==> src/sv/assert_macros.svh <==
// assertion macros used by the encoder rtl
`ifndef ASSERT_MACROS_SVH
`define ASSERT_MACROS_SVH

// plain property, sampled on the rising clock edge, off while in reset
`define B58_ASSERT(label, clk, rst, prop, msg) \
   label: assert property (@(posedge clk) disable iff (rst) (prop)) else $error(msg);

// same-cycle implication
`define B58_ASSERT_IMP(label, clk, rst, ante, cons, msg) \
   label: assert property (@(posedge clk) disable iff (rst) (ante) |-> (cons)) else $error(msg);

// next-cycle implication
`define B58_ASSERT_NXT(label, clk, rst, ante, cons, msg) \
   label: assert property (@(posedge clk) disable iff (rst) (ante) |=> (cons)) else $error(msg);

`endif

==> src/sv/b58_pkg.sv <==
// shared constants and the base58 alphabet lookup
package b58_pkg;

   localparam int MaxBytesDefault  = 32;
   localparam int MaxDigitsDefault = 44;

   localparam logic [6:0] Radix   = 7'd58;
   localparam logic [6:0] CharOne = 7'd49;

   // digit value to ascii code, alphabet without 0, O, I and l
   function automatic logic [6:0] b58_char(input logic [5:0] digit);
      logic [6:0] d7;
      d7 = {1'b0, digit};
      if (digit < 6'd9) begin
         b58_char = CharOne + d7;
      end else if (digit < 6'd17) begin
         b58_char = 7'd65 + (d7 - 7'd9);
      end else if (digit < 6'd22) begin
         b58_char = 7'd74 + (d7 - 7'd17);
      end else if (digit < 6'd33) begin
         b58_char = 7'd80 + (d7 - 7'd22);
      end else if (digit < 6'd44) begin
         b58_char = 7'd97 + (d7 - 7'd33);
      end else begin
         b58_char = 7'd109 + (d7 - 7'd44);
      end
   endfunction

endpackage

==> src/sv/b58_if.sv <==
// valid/ready channel interfaces for the byte input and character output
interface b58_req_if;
   logic       valid;
   logic       ready;
   logic [7:0] data_byte;
   logic       last_byte;

   modport source (output valid, output data_byte, output last_byte, input ready);
   modport sink (input valid, input data_byte, input last_byte, output ready);
endinterface

interface b58_rsp_if;
   logic       valid;
   logic       ready;
   logic [6:0] char_code;
   logic       last_char;
   logic       overflow;

   modport source (output valid, output char_code, output last_char, output overflow,
                   input ready);
   modport sink (input valid, input char_code, input last_char, input overflow,
                 output ready);
endinterface

==> src/sv/b58_divstep.sv <==
// one long-division step: (remainder * 256 + byte) divided by 58
module b58_divstep (
   input  logic [5:0] rem_in,
   input  logic [7:0] byte_in,
   output logic [7:0] quot,
   output logic [5:0] rem_out
);

   logic [6:0] r_work;
   logic [7:0] q_work;

   // restoring division, one quotient bit per step, remainder stays below 58
   always_comb begin
      r_work = {1'b0, rem_in};
      q_work = '0;
      for (int i = 7; i >= 0; i--) begin
         r_work = {r_work[5:0], byte_in[i]};
         if (r_work >= b58_pkg::Radix) begin
            r_work    = r_work - b58_pkg::Radix;
            q_work[i] = 1'b1;
         end
      end
   end

   assign quot    = q_work;
   assign rem_out = r_work[5:0];

endmodule

==> src/sv/base58_encoder.sv <==
// base58 encoder top level: byte store, division sequencer and character output
//
// req_bus takes one byte of the big-endian string per transaction, last_byte
// marking the final byte. After a byte that is not last, ready stays high.
// Bytes past MAX_BYTES are dropped and flag overflow on every character of
// that encoding. On the last byte, req_bus.ready falls and the block converts
// the stored number by repeated long division by 58, one stored byte per
// cycle through a single shared divide step; each pass yields one digit, so
// a 25-byte string gives up to 35 digits.
// The characters then leave on rsp_bus, most significant first: one '1' per
// leading zero byte, then the alphabet characters, the final one marked
// last_char. Each character steps through S_EMIT_RD, S_EMIT_LD, S_EMIT_OUT,
// waiting while rsp_bus.ready is low, held unchanged in the output register.
// req_bus.ready rises again the cycle after the final character is taken.
// Reset (synchronous, active high) clears the counters and flags and returns
// to idle; the byte and digit memories are not cleared and need no sweep.
`include "assert_macros.svh"

module base58_encoder #(
   parameter int MAX_BYTES  = b58_pkg::MaxBytesDefault,
   parameter int MAX_DIGITS = b58_pkg::MaxDigitsDefault
) (
   input  logic      clock,
   input  logic      reset,
   b58_req_if.sink   req_bus,
   b58_rsp_if.source rsp_bus
);

   // sizes derived from the parameters
   localparam int SCRATCH = 2 * MAX_BYTES + 2;       // digit scratch depth
   localparam int AW      = $clog2(MAX_BYTES);       // byte store address
   localparam int BC_W    = $clog2(MAX_BYTES + 1);   // byte count
   localparam int DA_W    = $clog2(SCRATCH);         // digit store address
   localparam int ND_W    = $clog2(SCRATCH + 1);     // digit count
   localparam int TOT_W   = ND_W + 1;                // leading ones plus digits
   localparam int K_W     = $clog2(MAX_DIGITS + 1);  // emitted character count

   // sequencer states
   localparam logic [2:0] S_IDLE     = 3'd0;
   localparam logic [2:0] S_CHECK    = 3'd1;
   localparam logic [2:0] S_DIV      = 3'd2;
   localparam logic [2:0] S_EMIT_RD  = 3'd3;
   localparam logic [2:0] S_EMIT_LD  = 3'd4;
   localparam logic [2:0] S_EMIT_OUT = 3'd5;

   logic [2:0]      state_ff, state_in;
   logic [BC_W-1:0] byte_count_ff, byte_count_in;
   logic [BC_W-1:0] zero_run_ff, zero_run_in;
   logic            ovf_flag_ff, ovf_flag_in;
   logic            nonzero_ff, nonzero_in;     // working value not yet zero
   logic            acc_nz_ff, acc_nz_in;       // any non-zero quotient byte this pass
   logic [AW-1:0]   idx_ff, idx_in;
   logic [5:0]      rem_ff, rem_in;
   logic [ND_W-1:0] nd_ff, nd_in;
   logic [K_W-1:0]  k_ff, k_in;
   logic [K_W-1:0]  total_ff, total_in;
   logic            ovf_out_ff, ovf_out_in;
   logic [6:0]      char_ff, char_in;
   logic            last_ff, last_in;

   // byte store, rewritten in place with the quotient on every pass
   logic [7:0]      byte_mem [MAX_BYTES];
   logic            byte_we;
   logic [AW-1:0]   byte_waddr;
   logic [7:0]      byte_wdata;
   logic [AW-1:0]   byte_raddr;
   logic [7:0]      byte_rdata_ff;

   // digit scratch, least significant digit first
   logic [5:0]      dig_mem [SCRATCH];
   logic            dig_we;
   logic [DA_W-1:0] dig_raddr;
   logic [5:0]      dig_rdata_ff;

   logic            req_fire;
   logic            room;
   logic [7:0]      quot;
   logic [5:0]      rem_next;
   logic            pass_end;
   logic [TOT_W-1:0] sum_chars;
   logic [TOT_W-1:0] dig_pos;
   logic            is_one;

   b58_divstep u_divstep (
      .rem_in  (rem_ff),
      .byte_in (byte_rdata_ff),
      .quot    (quot),
      .rem_out (rem_next)
   );

   assign req_fire = req_bus.valid && req_bus.ready;
   assign room     = byte_count_ff < BC_W'(MAX_BYTES);
   assign pass_end = (BC_W'(idx_ff) + BC_W'(1)) == byte_count_ff;

   assign sum_chars = TOT_W'(zero_run_ff) + TOT_W'(nd_ff);
   // digit taken from the top of the scratch down
   assign dig_pos   = TOT_W'(nd_ff) + TOT_W'(zero_run_ff) - TOT_W'(1) - TOT_W'(k_ff);
   assign dig_raddr = dig_pos[DA_W-1:0];
   assign is_one    = TOT_W'(k_ff) < TOT_W'(zero_run_ff);

   assign dig_we = (state_ff == S_DIV) && pass_end;

   // handshake outputs
   assign req_bus.ready     = state_ff == S_IDLE;
   assign rsp_bus.valid     = state_ff == S_EMIT_OUT;
   assign rsp_bus.char_code = char_ff;
   assign rsp_bus.last_char = last_ff;
   assign rsp_bus.overflow  = ovf_out_ff;

   // byte store port selection: load in idle, quotient write-back during a pass
   always_comb begin
      byte_we    = 1'b0;
      byte_waddr = byte_count_ff[AW-1:0];
      byte_wdata = req_bus.data_byte;
      byte_raddr = '0;
      if (state_ff == S_IDLE) begin
         byte_we = req_fire && room;
      end else if (state_ff == S_DIV) begin
         byte_we    = 1'b1;
         byte_waddr = idx_ff;
         byte_wdata = quot;
         byte_raddr = idx_ff + AW'(1);
      end
   end

   // sequencer
   always_comb begin
      state_in      = state_ff;
      byte_count_in = byte_count_ff;
      zero_run_in   = zero_run_ff;
      ovf_flag_in   = ovf_flag_ff;
      nonzero_in    = nonzero_ff;
      acc_nz_in     = acc_nz_ff;
      idx_in        = idx_ff;
      rem_in        = rem_ff;
      nd_in         = nd_ff;
      k_in          = k_ff;
      total_in      = total_ff;
      ovf_out_in    = ovf_out_ff;
      char_in       = char_ff;
      last_in       = last_ff;
      case (state_ff)
         S_IDLE: begin
            if (req_fire) begin
               if (room) begin
                  byte_count_in = byte_count_ff + BC_W'(1);
                  if (req_bus.data_byte == 8'd0 && zero_run_ff == byte_count_ff) begin
                     zero_run_in = zero_run_ff + BC_W'(1);
                  end
               end else begin
                  ovf_flag_in = 1'b1;
               end
               if (req_bus.last_byte) begin
                  nonzero_in = zero_run_in != byte_count_in;
                  state_in   = S_CHECK;
               end
            end
         end
         S_CHECK: begin
            if (nonzero_ff) begin
               // start a pass, byte 0 is being read this cycle
               idx_in    = '0;
               rem_in    = '0;
               acc_nz_in = 1'b0;
               state_in  = S_DIV;
            end else begin
               k_in = '0;
               if (sum_chars > TOT_W'(MAX_DIGITS)) begin
                  total_in   = K_W'(MAX_DIGITS);
                  ovf_out_in = 1'b1;
               end else begin
                  total_in   = sum_chars[K_W-1:0];
                  ovf_out_in = ovf_flag_ff;
               end
               state_in = S_EMIT_RD;
            end
         end
         S_DIV: begin
            rem_in    = rem_next;
            acc_nz_in = acc_nz_ff || (quot != 8'd0);
            if (pass_end) begin
               nd_in      = nd_ff + ND_W'(1);
               nonzero_in = acc_nz_in;
               state_in   = S_CHECK;
            end else begin
               idx_in = idx_ff + AW'(1);
            end
         end
         S_EMIT_RD: begin
            state_in = S_EMIT_LD;
         end
         S_EMIT_LD: begin
            char_in  = is_one ? b58_pkg::CharOne : b58_pkg::b58_char(dig_rdata_ff);
            last_in  = (k_ff + K_W'(1)) == total_ff;
            state_in = S_EMIT_OUT;
         end
         S_EMIT_OUT: begin
            if (rsp_bus.ready) begin
               if (last_ff) begin
                  // string done, start afresh
                  byte_count_in = '0;
                  zero_run_in   = '0;
                  ovf_flag_in   = 1'b0;
                  nd_in         = '0;
                  state_in      = S_IDLE;
               end else begin
                  k_in     = k_ff + K_W'(1);
                  state_in = S_EMIT_RD;
               end
            end
         end
         default: begin
            state_in = S_IDLE;
         end
      endcase
   end

   // control registers
   always_ff @(posedge clock) begin
      if (reset) begin
         state_ff      <= S_IDLE;
         byte_count_ff <= '0;
         zero_run_ff   <= '0;
         ovf_flag_ff   <= 1'b0;
         nonzero_ff    <= 1'b0;
         acc_nz_ff     <= 1'b0;
         nd_ff         <= '0;
         k_ff          <= '0;
         total_ff      <= '0;
      end else begin
         state_ff      <= state_in;
         byte_count_ff <= byte_count_in;
         zero_run_ff   <= zero_run_in;
         ovf_flag_ff   <= ovf_flag_in;
         nonzero_ff    <= nonzero_in;
         acc_nz_ff     <= acc_nz_in;
         nd_ff         <= nd_in;
         k_ff          <= k_in;
         total_ff      <= total_in;
      end
   end

   // datapath registers, no reset needed
   always_ff @(posedge clock) begin
      idx_ff     <= idx_in;
      rem_ff     <= rem_in;
      ovf_out_ff <= ovf_out_in;
      char_ff    <= char_in;
      last_ff    <= last_in;
   end

   // byte store
   always_ff @(posedge clock) begin
      if (byte_we) begin
         byte_mem[byte_waddr] <= byte_wdata;
      end
      byte_rdata_ff <= byte_mem[byte_raddr];
   end

   // digit scratch, remainder of each pass written at the digit count
   always_ff @(posedge clock) begin
      if (dig_we) begin
         dig_mem[nd_ff[DA_W-1:0]] <= rem_next;
      end
      dig_rdata_ff <= dig_mem[dig_raddr];
   end

   // checks
   `B58_ASSERT(a_zero_run_bound, clock, reset, zero_run_ff <= byte_count_ff,
      "leading zero count exceeds stored byte count")
   `B58_ASSERT(a_count_bound, clock, reset, byte_count_ff <= BC_W'(MAX_BYTES),
      "byte count beyond store size")
   `B58_ASSERT_IMP(a_no_overlap, clock, reset, req_bus.ready, !rsp_bus.valid,
      "input taken while a character is pending")
   `B58_ASSERT_IMP(a_emit_range, clock, reset, rsp_bus.valid,
      k_ff < total_ff && total_ff <= K_W'(MAX_DIGITS), "character index out of range")
   `B58_ASSERT_NXT(a_end_idle, clock, reset,
      rsp_bus.valid && rsp_bus.ready && rsp_bus.last_char,
      req_bus.ready && byte_count_ff == '0, "no return to idle after final character")

endmodule

==> src/flat_wrapper.sv <==
// flat-port wrapper written by rule: the top's interface ports become plain ports
module base58_encoder_flat 
#(
   parameter int MAX_BYTES  = b58_pkg::MaxBytesDefault,
   parameter int MAX_DIGITS = b58_pkg::MaxDigitsDefault
)
  (clock, reset, req_bus_valid, req_bus_data_byte, req_bus_last_byte, req_bus_ready, rsp_bus_valid, rsp_bus_char_code, rsp_bus_last_char, rsp_bus_overflow, rsp_bus_ready);
  b58_req_if req_bus_i ();
  b58_rsp_if rsp_bus_i ();
  input  logic clock;
  input  logic reset;
  input wire logic [$bits(req_bus_i.valid)-1:0] req_bus_valid;
  input wire logic [$bits(req_bus_i.data_byte)-1:0] req_bus_data_byte;
  input wire logic [$bits(req_bus_i.last_byte)-1:0] req_bus_last_byte;
  output wire logic [$bits(req_bus_i.ready)-1:0] req_bus_ready;
  output wire logic [$bits(rsp_bus_i.valid)-1:0] rsp_bus_valid;
  output wire logic [$bits(rsp_bus_i.char_code)-1:0] rsp_bus_char_code;
  output wire logic [$bits(rsp_bus_i.last_char)-1:0] rsp_bus_last_char;
  output wire logic [$bits(rsp_bus_i.overflow)-1:0] rsp_bus_overflow;
  input wire logic [$bits(rsp_bus_i.ready)-1:0] rsp_bus_ready;
  assign req_bus_i.valid = req_bus_valid;
  assign req_bus_i.data_byte = req_bus_data_byte;
  assign req_bus_i.last_byte = req_bus_last_byte;
  assign req_bus_ready = req_bus_i.ready;
  assign rsp_bus_valid = rsp_bus_i.valid;
  assign rsp_bus_char_code = rsp_bus_i.char_code;
  assign rsp_bus_last_char = rsp_bus_i.last_char;
  assign rsp_bus_overflow = rsp_bus_i.overflow;
  assign rsp_bus_i.ready = rsp_bus_ready;
  base58_encoder #(.MAX_BYTES(MAX_BYTES), .MAX_DIGITS(MAX_DIGITS)) u_core (.clock(clock), .reset(reset), .req_bus(req_bus_i), .rsp_bus(rsp_bus_i));
endmodule
==> config.mk <==
export PLATFORM = sky130hd
export DESIGN_NAME = base58_encoder_flat
export DESIGN_NICKNAME = d
export VERILOG_FILES = /design/src/sv/b58_pkg.sv /design/src/sv/b58_if.sv /design/src/sv/b58_divstep.sv /design/src/sv/base58_encoder.sv /design/src/flat_wrapper.sv
export VERILOG_INCLUDE_DIRS = /design/src /design/src/sv
export SDC_FILE = /design/constraint.sdc
export NUM_CORES = 1
export LEC_CHECK = 0
export BUFFER_PORTS_ARGS = -buffer_cell sky130_fd_sc_hd__buf_2
export CAP_MARGIN = 20
export CORE_UTILIZATION = 55
export CTS_BUF_LIST = sky130_fd_sc_hd__clkbuf_8 sky130_fd_sc_hd__clkbuf_16
export DETAILED_ROUTE_END_ITERATION = 7
export PLACE_DENSITY_LB_ADDON = 0.15
export SLEW_MARGIN = 40
export SYNTH_ARGS = -nofsm -noshare
export SYNTH_HDL_FRONTEND = slang
export SYNTH_SLANG_ARGS = --single-unit
==> constraint.sdc <==
create_clock -name clock -period 27.5 [get_ports clock]
set_input_delay 2.75 -clock clock [delete_from_list [all_inputs] [get_ports clock]]
set_output_delay 2.75 -clock clock [all_outputs]
set_load 0.02 [all_outputs]
==> results.json, run 1 <==
{
  "ctsHoldBuffers": 0,
  "gp_congestion": 0.873,
  "drt-total-wl_mm": 72.9,
  "vias": 18700,
  "grt_start_max_net_pins": 70,
  "fp-row-count": 88,
  "yosysUniqueCellTypes": 90,
  "dieWidth_um": 243,
  "ys_ff_latch": 723,
  "avgViaCountPerCell": 6.30,
  "yosysSeqAreaShare": 0.663,
  "syn_avg_cell_area_um2": 15.1,
  "slew_headroom": 0.426,
  "io_pins": 24,
  "wl_met3_mm": 5.66,
  "drv_slew": 0,
  "fmax_mhz": 81.8,
  "grt_use_total": 0.252,
  "clk_pin_slew_ns": 0.06,
  "flow.area_growth_from_synthesis_pct": 10.9,
  "crit_top_cell": "ha_1",
  "cts-root-buf": "clkbuf_16",
  "dieArea_um2": 59100,
  "min_period_ns": 12.22,
  "drive_gt1_frac": 0.177,
  "yosysWarnings": 0,
  "drt_iter0_markers": 1779,
  "clk_path_buf_depth": 3,
  "num_antenna_cells": 0,
  "drc": 0,
  "critPathArrivalTime_ns": 12.53,
  "drt-pass1-iter-count": 5,
  "cpMaxStageDelayCell": "o31a_1",
  "regArea_um2": 21200,
  "post_cts_resized": 0,
  "post-cts-setup-buffers": 0,
  "wire_per_inst_um": 24.6,
  "fillers": 4186,
  "syn-num-nets": 2170,
  "insertion_delay_ns": 0.61,
  "status": "complete, no violations",
  "cap_violations": 0,
  "ant_nets": 0,
  "start_util": 0.556,
  "finalHoldViolCount": 0,
  "rsz0062_at_grt": "false",
  "async_flop_share": 0,
  "totalNegativeSetupSlack_ns": 0,
  "crit_buf_inv": 4,
  "met1_length_mm": 31.6,
  "core_um2": 57600,
  "cts_tree": "yes",
  "grt-ovfl-total": 0,
  "numPortBuffers": 23,
  "synth_cells": 2118,
  "htree_levels": 3,
  "setup_violations": 0,
  "post-dp-hpwl_mm": 46.0,
  "syn_area_um2": 32000,
  "finalCritPeriodShare": 0.444,
  "end_kind": "register",
  "tightest_slew_ns": 0.855,
  "synth_flop_cell": "edfxtp_1",
  "grt_pass1_wl_mm": 112,
  "grt_pass1_vias": 18400,
  "multi_input_area_um2": 10400,
  "cp_max_fo": 66,
  "die_y_um": 243,
  "required_ns": 27.81,
  "synth_edf_count": 672,
  "start_kind": "register",
  "nets": 2198,
  "dr_wl_met2_mm": 34.2,
  "antenna_found_initial": 2,
  "crit_type": "register to register",
  "critPathMaxStageDelay_ns": 0.57,
  "fin_worst_skew_ns": 0.0199,
  "cts_buffers": 74,
  "cts_sinks": 723,
  "crit_family": "compound AO/OA/AOI/OAI gates",
  "hp-class": "register to register",
  "top_layer": "met5"
}
layout make-up:
| type | count | share of cell area |
|---|---|---|
| Sequential cell | 723 | 0.598 |
| Clock buffer | 78 | 0.0541 |
| Clock inverter | 50 | 0.0127 |
| Tap cell | 765 | 0.0270 |
| Inverter | 48 | 0.00508 |
| Timing Repair Buffer | 54 | 0.00998 |
| Multi-Input combinational cell | 1245 | 0.294 |
worst reg2reg max path: cells and delay by family, from the launching register on:
kind / cells / cell delay (ns)
buffers and inverters: 4 / 0.85
muxes: 2 / 0.56
AOI/OAI and AO/OA: 20 / 5.51
and+or+nand+nor: 5 / 0.89
xor gates and xnor gates: 4 / 0.93
DFF: 1 / 0.55
adders and majority gates: 8 / 2.55
logic make-up after synthesis:
family | Yosys count | share of synthesized area
simple gates | 578 | 0.0832
buf+inv | 150 | 0.0180
xor+xnor | 58 | 0.0159
compound gates | 362 | 0.0788
flops | 723 | 0.663
mux | 208 | 0.126
fa+ha+maj | 39 | 0.0157
flip-flops by register name, indices dropped and copies added (netlist names), 7 cells and up:
register	flops
u_core.byte_mem	256
u_core.dig_mem	396
u_core.rsp_bus.char_code	7
u_core.byte_rdata_ff	8
u_core.nd_ff	7
routing by layer:
metal	vias up	track usage
li1	8392	-
met4	4	0.0696
met3	99	0.0366
met5	-	0
met2	777	0.389
met1	9403	0.378
final timing paths:
kind	to	cells after the start	slack [ns]	start
worst max register to register	u_core.dig_mem[38][2]	43	15.28	u_core.rem_ff[0]
worst min-delay path	u_core.total_ff[4]	2	0.47	u_core.total_ff[4]
worst max-delay path	u_core.dig_mem[38][2]	43	15.28	u_core.rem_ff[0]
worst min register to register	u_core.total_ff[4]	2	0.47	u_core.total_ff[4]
synth_stat cells, drive strengths merged, types with 20 or more instances:
library cell  count  share of area
xnor2            40          0.011
a31oi            21         0.0043
a21oi            76          0.012
nor3             26         0.0042
nor2            214          0.025
nand3            58         0.0091
dfxtp            51          0.032
inv              44         0.0052
nand2           159          0.019
ha               37          0.014
mux4            152           0.11
clkbuf           82         0.0096
edfxtp          672           0.63
buf              20         0.0028
mux2i            45          0.015
o211ai           40         0.0098
or3              34         0.0066
o21ai            83          0.013
cell usage in the layout (no fill, tap or decap), types with 9 or more instances in the layout:
master     instances
nor2b_1           12
ha_1              36
clkbuf_16         75
a31oi_1           20
clkinv_1          13
xnor2_1           35
mux2_2             9
nor3_1            24
o22ai_1            9
nand2_1          157
edfxtp_1         672
o211ai_1          39
nor2_1           204
a211oi_1          13
o21a_1             9
dfxtp_1           50
mux4_2           152
buf_2             25
xor2_1            15
inv_1             59
o21ai_0           73
nand3_1           58
nand2b_1          12
a21oi_1           75
nand3b_1          15
or3_1             34
clkinv_2          11
buf_4             26
o221ai_1          12
mux2i_1           42
a21o_1             9
and3_1             9
nor2_2            10
per-stage QoR:
stage | area (um2) | hold slack, ns | setup WS, ns | util | cells
2_1_floorplan | 32000 | 0.432 | 16.26 | - | 2118
3_3_place_gp | 33000 | 0.459 | 15.86 | 0.574 | 2833
3_5_place_dp | 33100 | 0.464 | 15.37 | 0.575 | 2835
4_1_cts | 35500 | 0.472 | 15.35 | 0.616 | 2963
5_1_grt | 35500 | 0.500 | 14.34 | 0.616 | 2963
6_report | 35500 | 0.470 | 15.28 | 0.616 | 2963
Power of run 1 is left out: the tool's default activity adds up to more than one toggle a clock period on the data nets, which glitch-free logic cannot reach.
==> inputs of run 2 (changes only) <==
--- a/config.mk
+++ b/config.mk
@@ -6,6 +6,7 @@
 export SDC_FILE = /design/constraint.sdc
 export NUM_CORES = 1
 export LEC_CHECK = 0
+export ABC_AREA = 1
 export BUFFER_PORTS_ARGS = -buffer_cell sky130_fd_sc_hd__buf_2
 export CAP_MARGIN = 20
 export CORE_UTILIZATION = 55
==> constraint.sdc (replaced) <==
create_clock -name clock -period 11.8 [get_ports clock]
set_input_delay 1.18 -clock clock [delete_from_list [all_inputs] [get_ports clock]]
set_output_delay 1.18 -clock clock [all_outputs]
set_load 0.02 [all_outputs]
==> results.json, run 2 <==
{
  "synth_xor_area_frac": 0.0120,
  "critPathArrivalTime_ns": 8.50,
  "cap_violations": 0,
  "cpMaxStageDelayCell": "buf_4",
  "flow.area_growth_from_synthesis_pct": 10.3,
  "ys_ff_latch": 723,
  "grt_start_max_net_pins": 120,
  "end_kind": "register",
  "totalNegativeSetupSlack_ns": 0,
  "numPortBuffers": 23,
  "yosysSeqAreaShare": 0.662,
  "fin_worst_skew_ns": 0.0259,
  "num_antenna_cells": 0,
  "slew_headroom": 0.413,
  "synth_edf_count": 672,
  "ctsHoldBuffers": 0,
  "grt_pass1_vias": 20700,
  "drt_iter0_markers": 1838,
  "wire_per_inst_um": 21.3,
  "antenna_found_initial": 0,
  "crit_type": "register to register",
  "yosysWarnings": 0,
  "gp_congestion": 0.865,
  "die_y_um": 243,
  "tightest_slew_ns": 0.878,
  "syn-num-nets": 2875,
  "crit_buf_inv": 9,
  "htree_levels": 3,
  "grt-ovfl-total": 0,
  "post_cts_resized": 0,
  "min_period_ns": 8.19,
  "synth_area_leaders": "edfxtp_1 (63%), nor2_1 (5.6%), nand2_1 (4.8%)",
  "synth_cells": 2823,
  "drt-pass1-iter-count": 6,
  "nets": 2869,
  "post-dp-hpwl_mm": 46.6,
  "grt_use_total": 0.259,
  "drc": 0,
  "synth_most_common_cell": "edfxtp_1",
  "syn_area_um2": 32000,
  "clk_path_buf_depth": 3,
  "synth_top_family_by_area": "simple AND/OR/NAND/NOR gates",
  "fp-row-count": 88,
  "synth_top_cell_area_share": 0.630,
  "required_ns": 12.11,
  "setup_violations": 0,
  "insertion_delay_ns": 0.62,
  "yosysUniqueCellTypes": 57,
  "fmax_mhz": 122,
  "cts-root-buf": "clkbuf_16",
  "rsz0062_at_grt": "false",
  "ys_top_cells_by_count": "edfxtp_1 (672), nor2_1 (474), nand2_1 (408)",
  "cts_tree": "yes",
  "drt-total-wl_mm": 77.5,
  "dieWidth_um": 243,
  "drive_gt1_frac": 0.113,
  "largest_reg_flops": 396,
  "final_common_cell": "edfxtp_1",
  "layout_common_cells": "edfxtp_1 (672), nor2_1 (464), nand2_1 (405)",
  "finalHoldViolCount": 0,
  "io_pins": 24,
  "async_flop_share": 0,
  "synth-simple-area-share": 0.159,
  "ant_nets": 0,
  "synth_flop_cell": "edfxtp_1",
  "start_util": 0.556,
  "synthAdderAreaFrac": 0.0157,
  "drv_slew": 0,
  "placed_area_um2": 33000,
  "start_kind": "register",
  "synthMuxAreaShare": 0.000938,
  "syn_avg_cell_area_um2": 11.3,
  "core_um2": 57600,
  "finalCritPeriodShare": 0.694,
  "crit_family": "simple AND/OR/NAND/NOR gates",
  "final_cell_area_um2": 35300,
  "yosysTopAreaCell": "edfxtp_1",
  "crit_top_cell": "nand2_1",
  "hp-class": "register to register",
  "avgViaCountPerCell": 6.01,
  "clk_pin_slew_ns": 0.06,
  "cts_buffers": 74,
  "dieArea_um2": 59200,
  "cts_sinks": 723,
  "grt_pass1_wl_mm": 118,
  "fin_util": 0.613,
  "cp_max_fo": 66,
  "critPathMaxStageDelay_ns": 0.55,
  "post-cts-setup-buffers": 0,
  "synth_compound_area_frac": 0.115,
  "status": "complete, no violations",
  "vias": 21900
}
==> run 2: final cells by class <==
cell class                 instances  area (um2)
inverter                         156         599
tap                              765         957
timing repair buffer              58         393
clock buffer                      76        1880
fill                            4522       22300
clock inverter                    57         444
sequential                       723       21200
multi-input combinational       1804        9840
==> run 2: logic make-up (layout without fill, tap and decap cells) <==
kind of cell               count (synthesis)  in the layout
and+or+nand+nor                         1162           1162
xor gates and xnor gates                  44             44
muxes                                      3              3
adders and majority gates                 39             39
DFF                                      723            723
AOI/OAI and AO/OA                        556            556
buffers and inverters                    296            347
==> run 2: worst reg2reg max path, delay by kind of cell (launching register included) <==
family	cells	cell delay, ns
and+or+nand+nor	39	4.56
DFF	1	0.40
adders and majority gates	8	1.74
buffers and inverters	9	1.10
==> run 2: worst paths after layout <==
path	from	end	cells past startpoint	slack, ns
setup / recovery	u_core.rem_ff[0]	u_core.dig_mem[54][4]	56	3.61
hold / removal	u_core.total_ff[4]	u_core.total_ff[4]	2	0.49
setup reg to reg	u_core.rem_ff[0]	u_core.dig_mem[54][4]	56	3.61
hold reg to reg	u_core.total_ff[4]	u_core.total_ff[4]	2	0.49
==> run 2: through the flow <==
stage	cells	worst slack, ns	hold WS (ns)
final	3639	3.61	0.486
after global routing	3639	2.89	0.507
after CTS	3639	3.68	0.483
after detailed placement	3506	3.71	0.471
after global placement	3506	3.96	0.467
after floorplan	2823	3.49	0.453
==> run 2: routing by layer <==
layer,vias up,track usage,part of all wire
met5,-,0,0
met4,0,0.0936,0.033
met3,150,0.0338,0.061
met2,797,0.438,0.49
met1,10700,0.343,0.41
li1,10200,-,-
Power of run 2 is left out for the same reason.
==> inputs of run 3 (changes only) <==
==> constraint.sdc (replaced) <==
create_clock -name clock -period 7.6 [get_ports clock]
set_input_delay 0.76 -clock clock [delete_from_list [all_inputs] [get_ports clock]]
set_output_delay 0.76 -clock clock [all_outputs]
set_load 0.02 [all_outputs]
==> results.json, run 3 (synthesis results as in run 2) <==
{
  "cts_buffers": 74,
  "timing.reg2reg.worst_path_depth": 57,
  "tightest_slew_ns": 0.878,
  "flow.area_growth_from_synthesis_pct": 11.7,
  "drive_gt1_frac": 0.125,
  "cts-root-buf": "clkbuf_16",
  "r2r_end": "u_core.dig_mem[12][1]",
  "layout_setup_ws_ns": 0.410,
  "fin_worst_skew_ns": 0.0235,
  "grt_use_total": 0.265,
  "vias": 21900,
  "numPortBuffers": 23,
  "cpMaxStageDelayCell": "edfxtp_1",
  "fmax_mhz": 139,
  "crit_type": "register to register",
  "drc": 0,
  "end_kind": "register",
  "gp_congestion": 0.873,
  "start_util": 0.556,
  "drt_iter0_markers": 1981,
  "fin_util": 0.621,
  "grt_pass1_wl_mm": 121,
  "clk_path_buf_depth": 3,
  "hp-class": "register to register",
  "final_common_cell": "edfxtp_1",
  "min_period_ns": 7.19,
  "cts_tree": "yes",
  "status": "complete, no violations",
  "wire_per_inst_um": 21.6,
  "ant_nets": 0,
  "crit_buf_inv": 10,
  "cts_sinks": 723,
  "finalCritPeriodShare": 0.946,
  "post-dp-hpwl_mm": 48.1,
  "top_layer": "met4",
  "dieArea_um2": 59200,
  "grt_start_max_net_pins": 115,
  "antenna_found_initial": 0,
  "ctsHoldBuffers": 0,
  "crit_family": "simple AND/OR/NAND/NOR gates",
  "fp-row-count": 88,
  "layout_common_cells": "edfxtp_1 (672), nor2_1 (452), nand2_1 (403)",
  "io_pins": 24,
  "drv_slew": 0,
  "start_kind": "register",
  "die_y_um": 243,
  "dieWidth_um": 243,
  "grt-ovfl-total": 0,
  "crit_top_cell": "nand2_1",
  "wl_met3_mm": 5.67,
  "r2r_slack_ns": 0.41,
  "clk_pin_slew_ns": 0.06,
  "avgViaCountPerCell": 5.96,
  "slew_headroom": 0.413,
  "required_ns": 8.05,
  "dr_wl_met2_mm": 38.9,
  "critPathArrivalTime_ns": 7.64,
  "finalHoldViolCount": 0,
  "setup_violations": 0,
  "insertion_delay_ns": 0.63,
  "core_um2": 57600,
  "place_ws_ns": -0.130,
  "met1_length_mm": 31.9,
  "grt_pass1_vias": 21300,
  "critPathMaxStageDelay_ns": 0.39,
  "drt-pass1-iter-count": 6,
  "holdPathEnd": "u_core.total_ff[1]",
  "cap_violations": 0,
  "min_from": "u_core.total_ff[1]",
  "largest_reg_flops": 396,
  "cp_max_fo": 33,
  "r2r-start": "u_core.rem_ff[0]",
  "drt-total-wl_mm": 79.4,
  "htree_levels": 3,
  "nets": 2901,
  "min_path_cells": 2
}
==> run 3: repair_timing <==
| action | CTS | global route |
|---|---|---|
| pin swaps | 4 | 17 |
| gates resized for setup | 2 | 14 |
| buffers inserted | 2 | 16 |
| endpoints found under the setup margin | 330 | 369 |
| gates cloned | 0 | 8 |
| endpoints found under the hold margin | 0 | 0 |
==> run 3: layout make-up <==
cell class / count / area (um2)
Antenna cell: 1 / 2.50
Clock buffer: 75 / 1870
Clock inverter: 57 / 384
Fill cell: 4517 / 21800
Inverter: 156 / 603
Multi-Input combinational cell: 1804 / 9920
Sequential cell: 723 / 21200
Tap cell: 765 / 957
Timing Repair Buffer: 90 / 835
==> run 3: worst max-delay path by stage <==
stage / start / to / slack, ns / cells past startpoint
final: u_core.rem_ff[0] / u_core.dig_mem[12][1] / 0.41 / 57
after global placement: u_core.rem_ff[0] / u_core.dig_mem[42][2] / 0.18 / 57
after CTS: u_core.rem_ff[0] / u_core.dig_mem[63][2] / 0.002 / 57
after global routing: u_core.rem_ff[1] / u_core.dig_mem[48][4] / -0.06 / 58
after floorplan: u_core.rem_ff[0] / u_core.dig_mem[0][3] / 0.07 / 55
after detailed placement: u_core.rem_ff[0] / u_core.dig_mem[48][2] / -0.13 / 57
==> run 3: metal layers <==
| metal | track usage | vias up |
|---|---|---|
| li1 | - | 10300 |
| met3 | 0.0484 | 166 |
| met2 | 0.447 | 803 |
| met5 | 0 | - |
| met4 | 0.102 | 0 |
| met1 | 0.340 | 10600 |
==> run 3: stage by stage <==
stage / TNS (ns) / cells / hold WS (ns) / cell area (um2)
final: 0 / 3671 / 0.481 / 35800
after global placement: 0 / 3509 / 0.466 / 33100
after CTS: 0 / 3645 / 0.466 / 35400
after floorplan: 0 / 2823 / 0.453 / 32000
after global routing: -4.66 / 3670 / 0.509 / 35800
after detailed placement: -21.33 / 3511 / 0.476 / 33100
==> run 3: worst min-delay path, cell delays in order (launching register included) <==
cell and delay, ns:
dfxtp_1 0.32, nand2_1 0.06, a21oi_1 0.05
Power of run 3 is left out for the same reason.
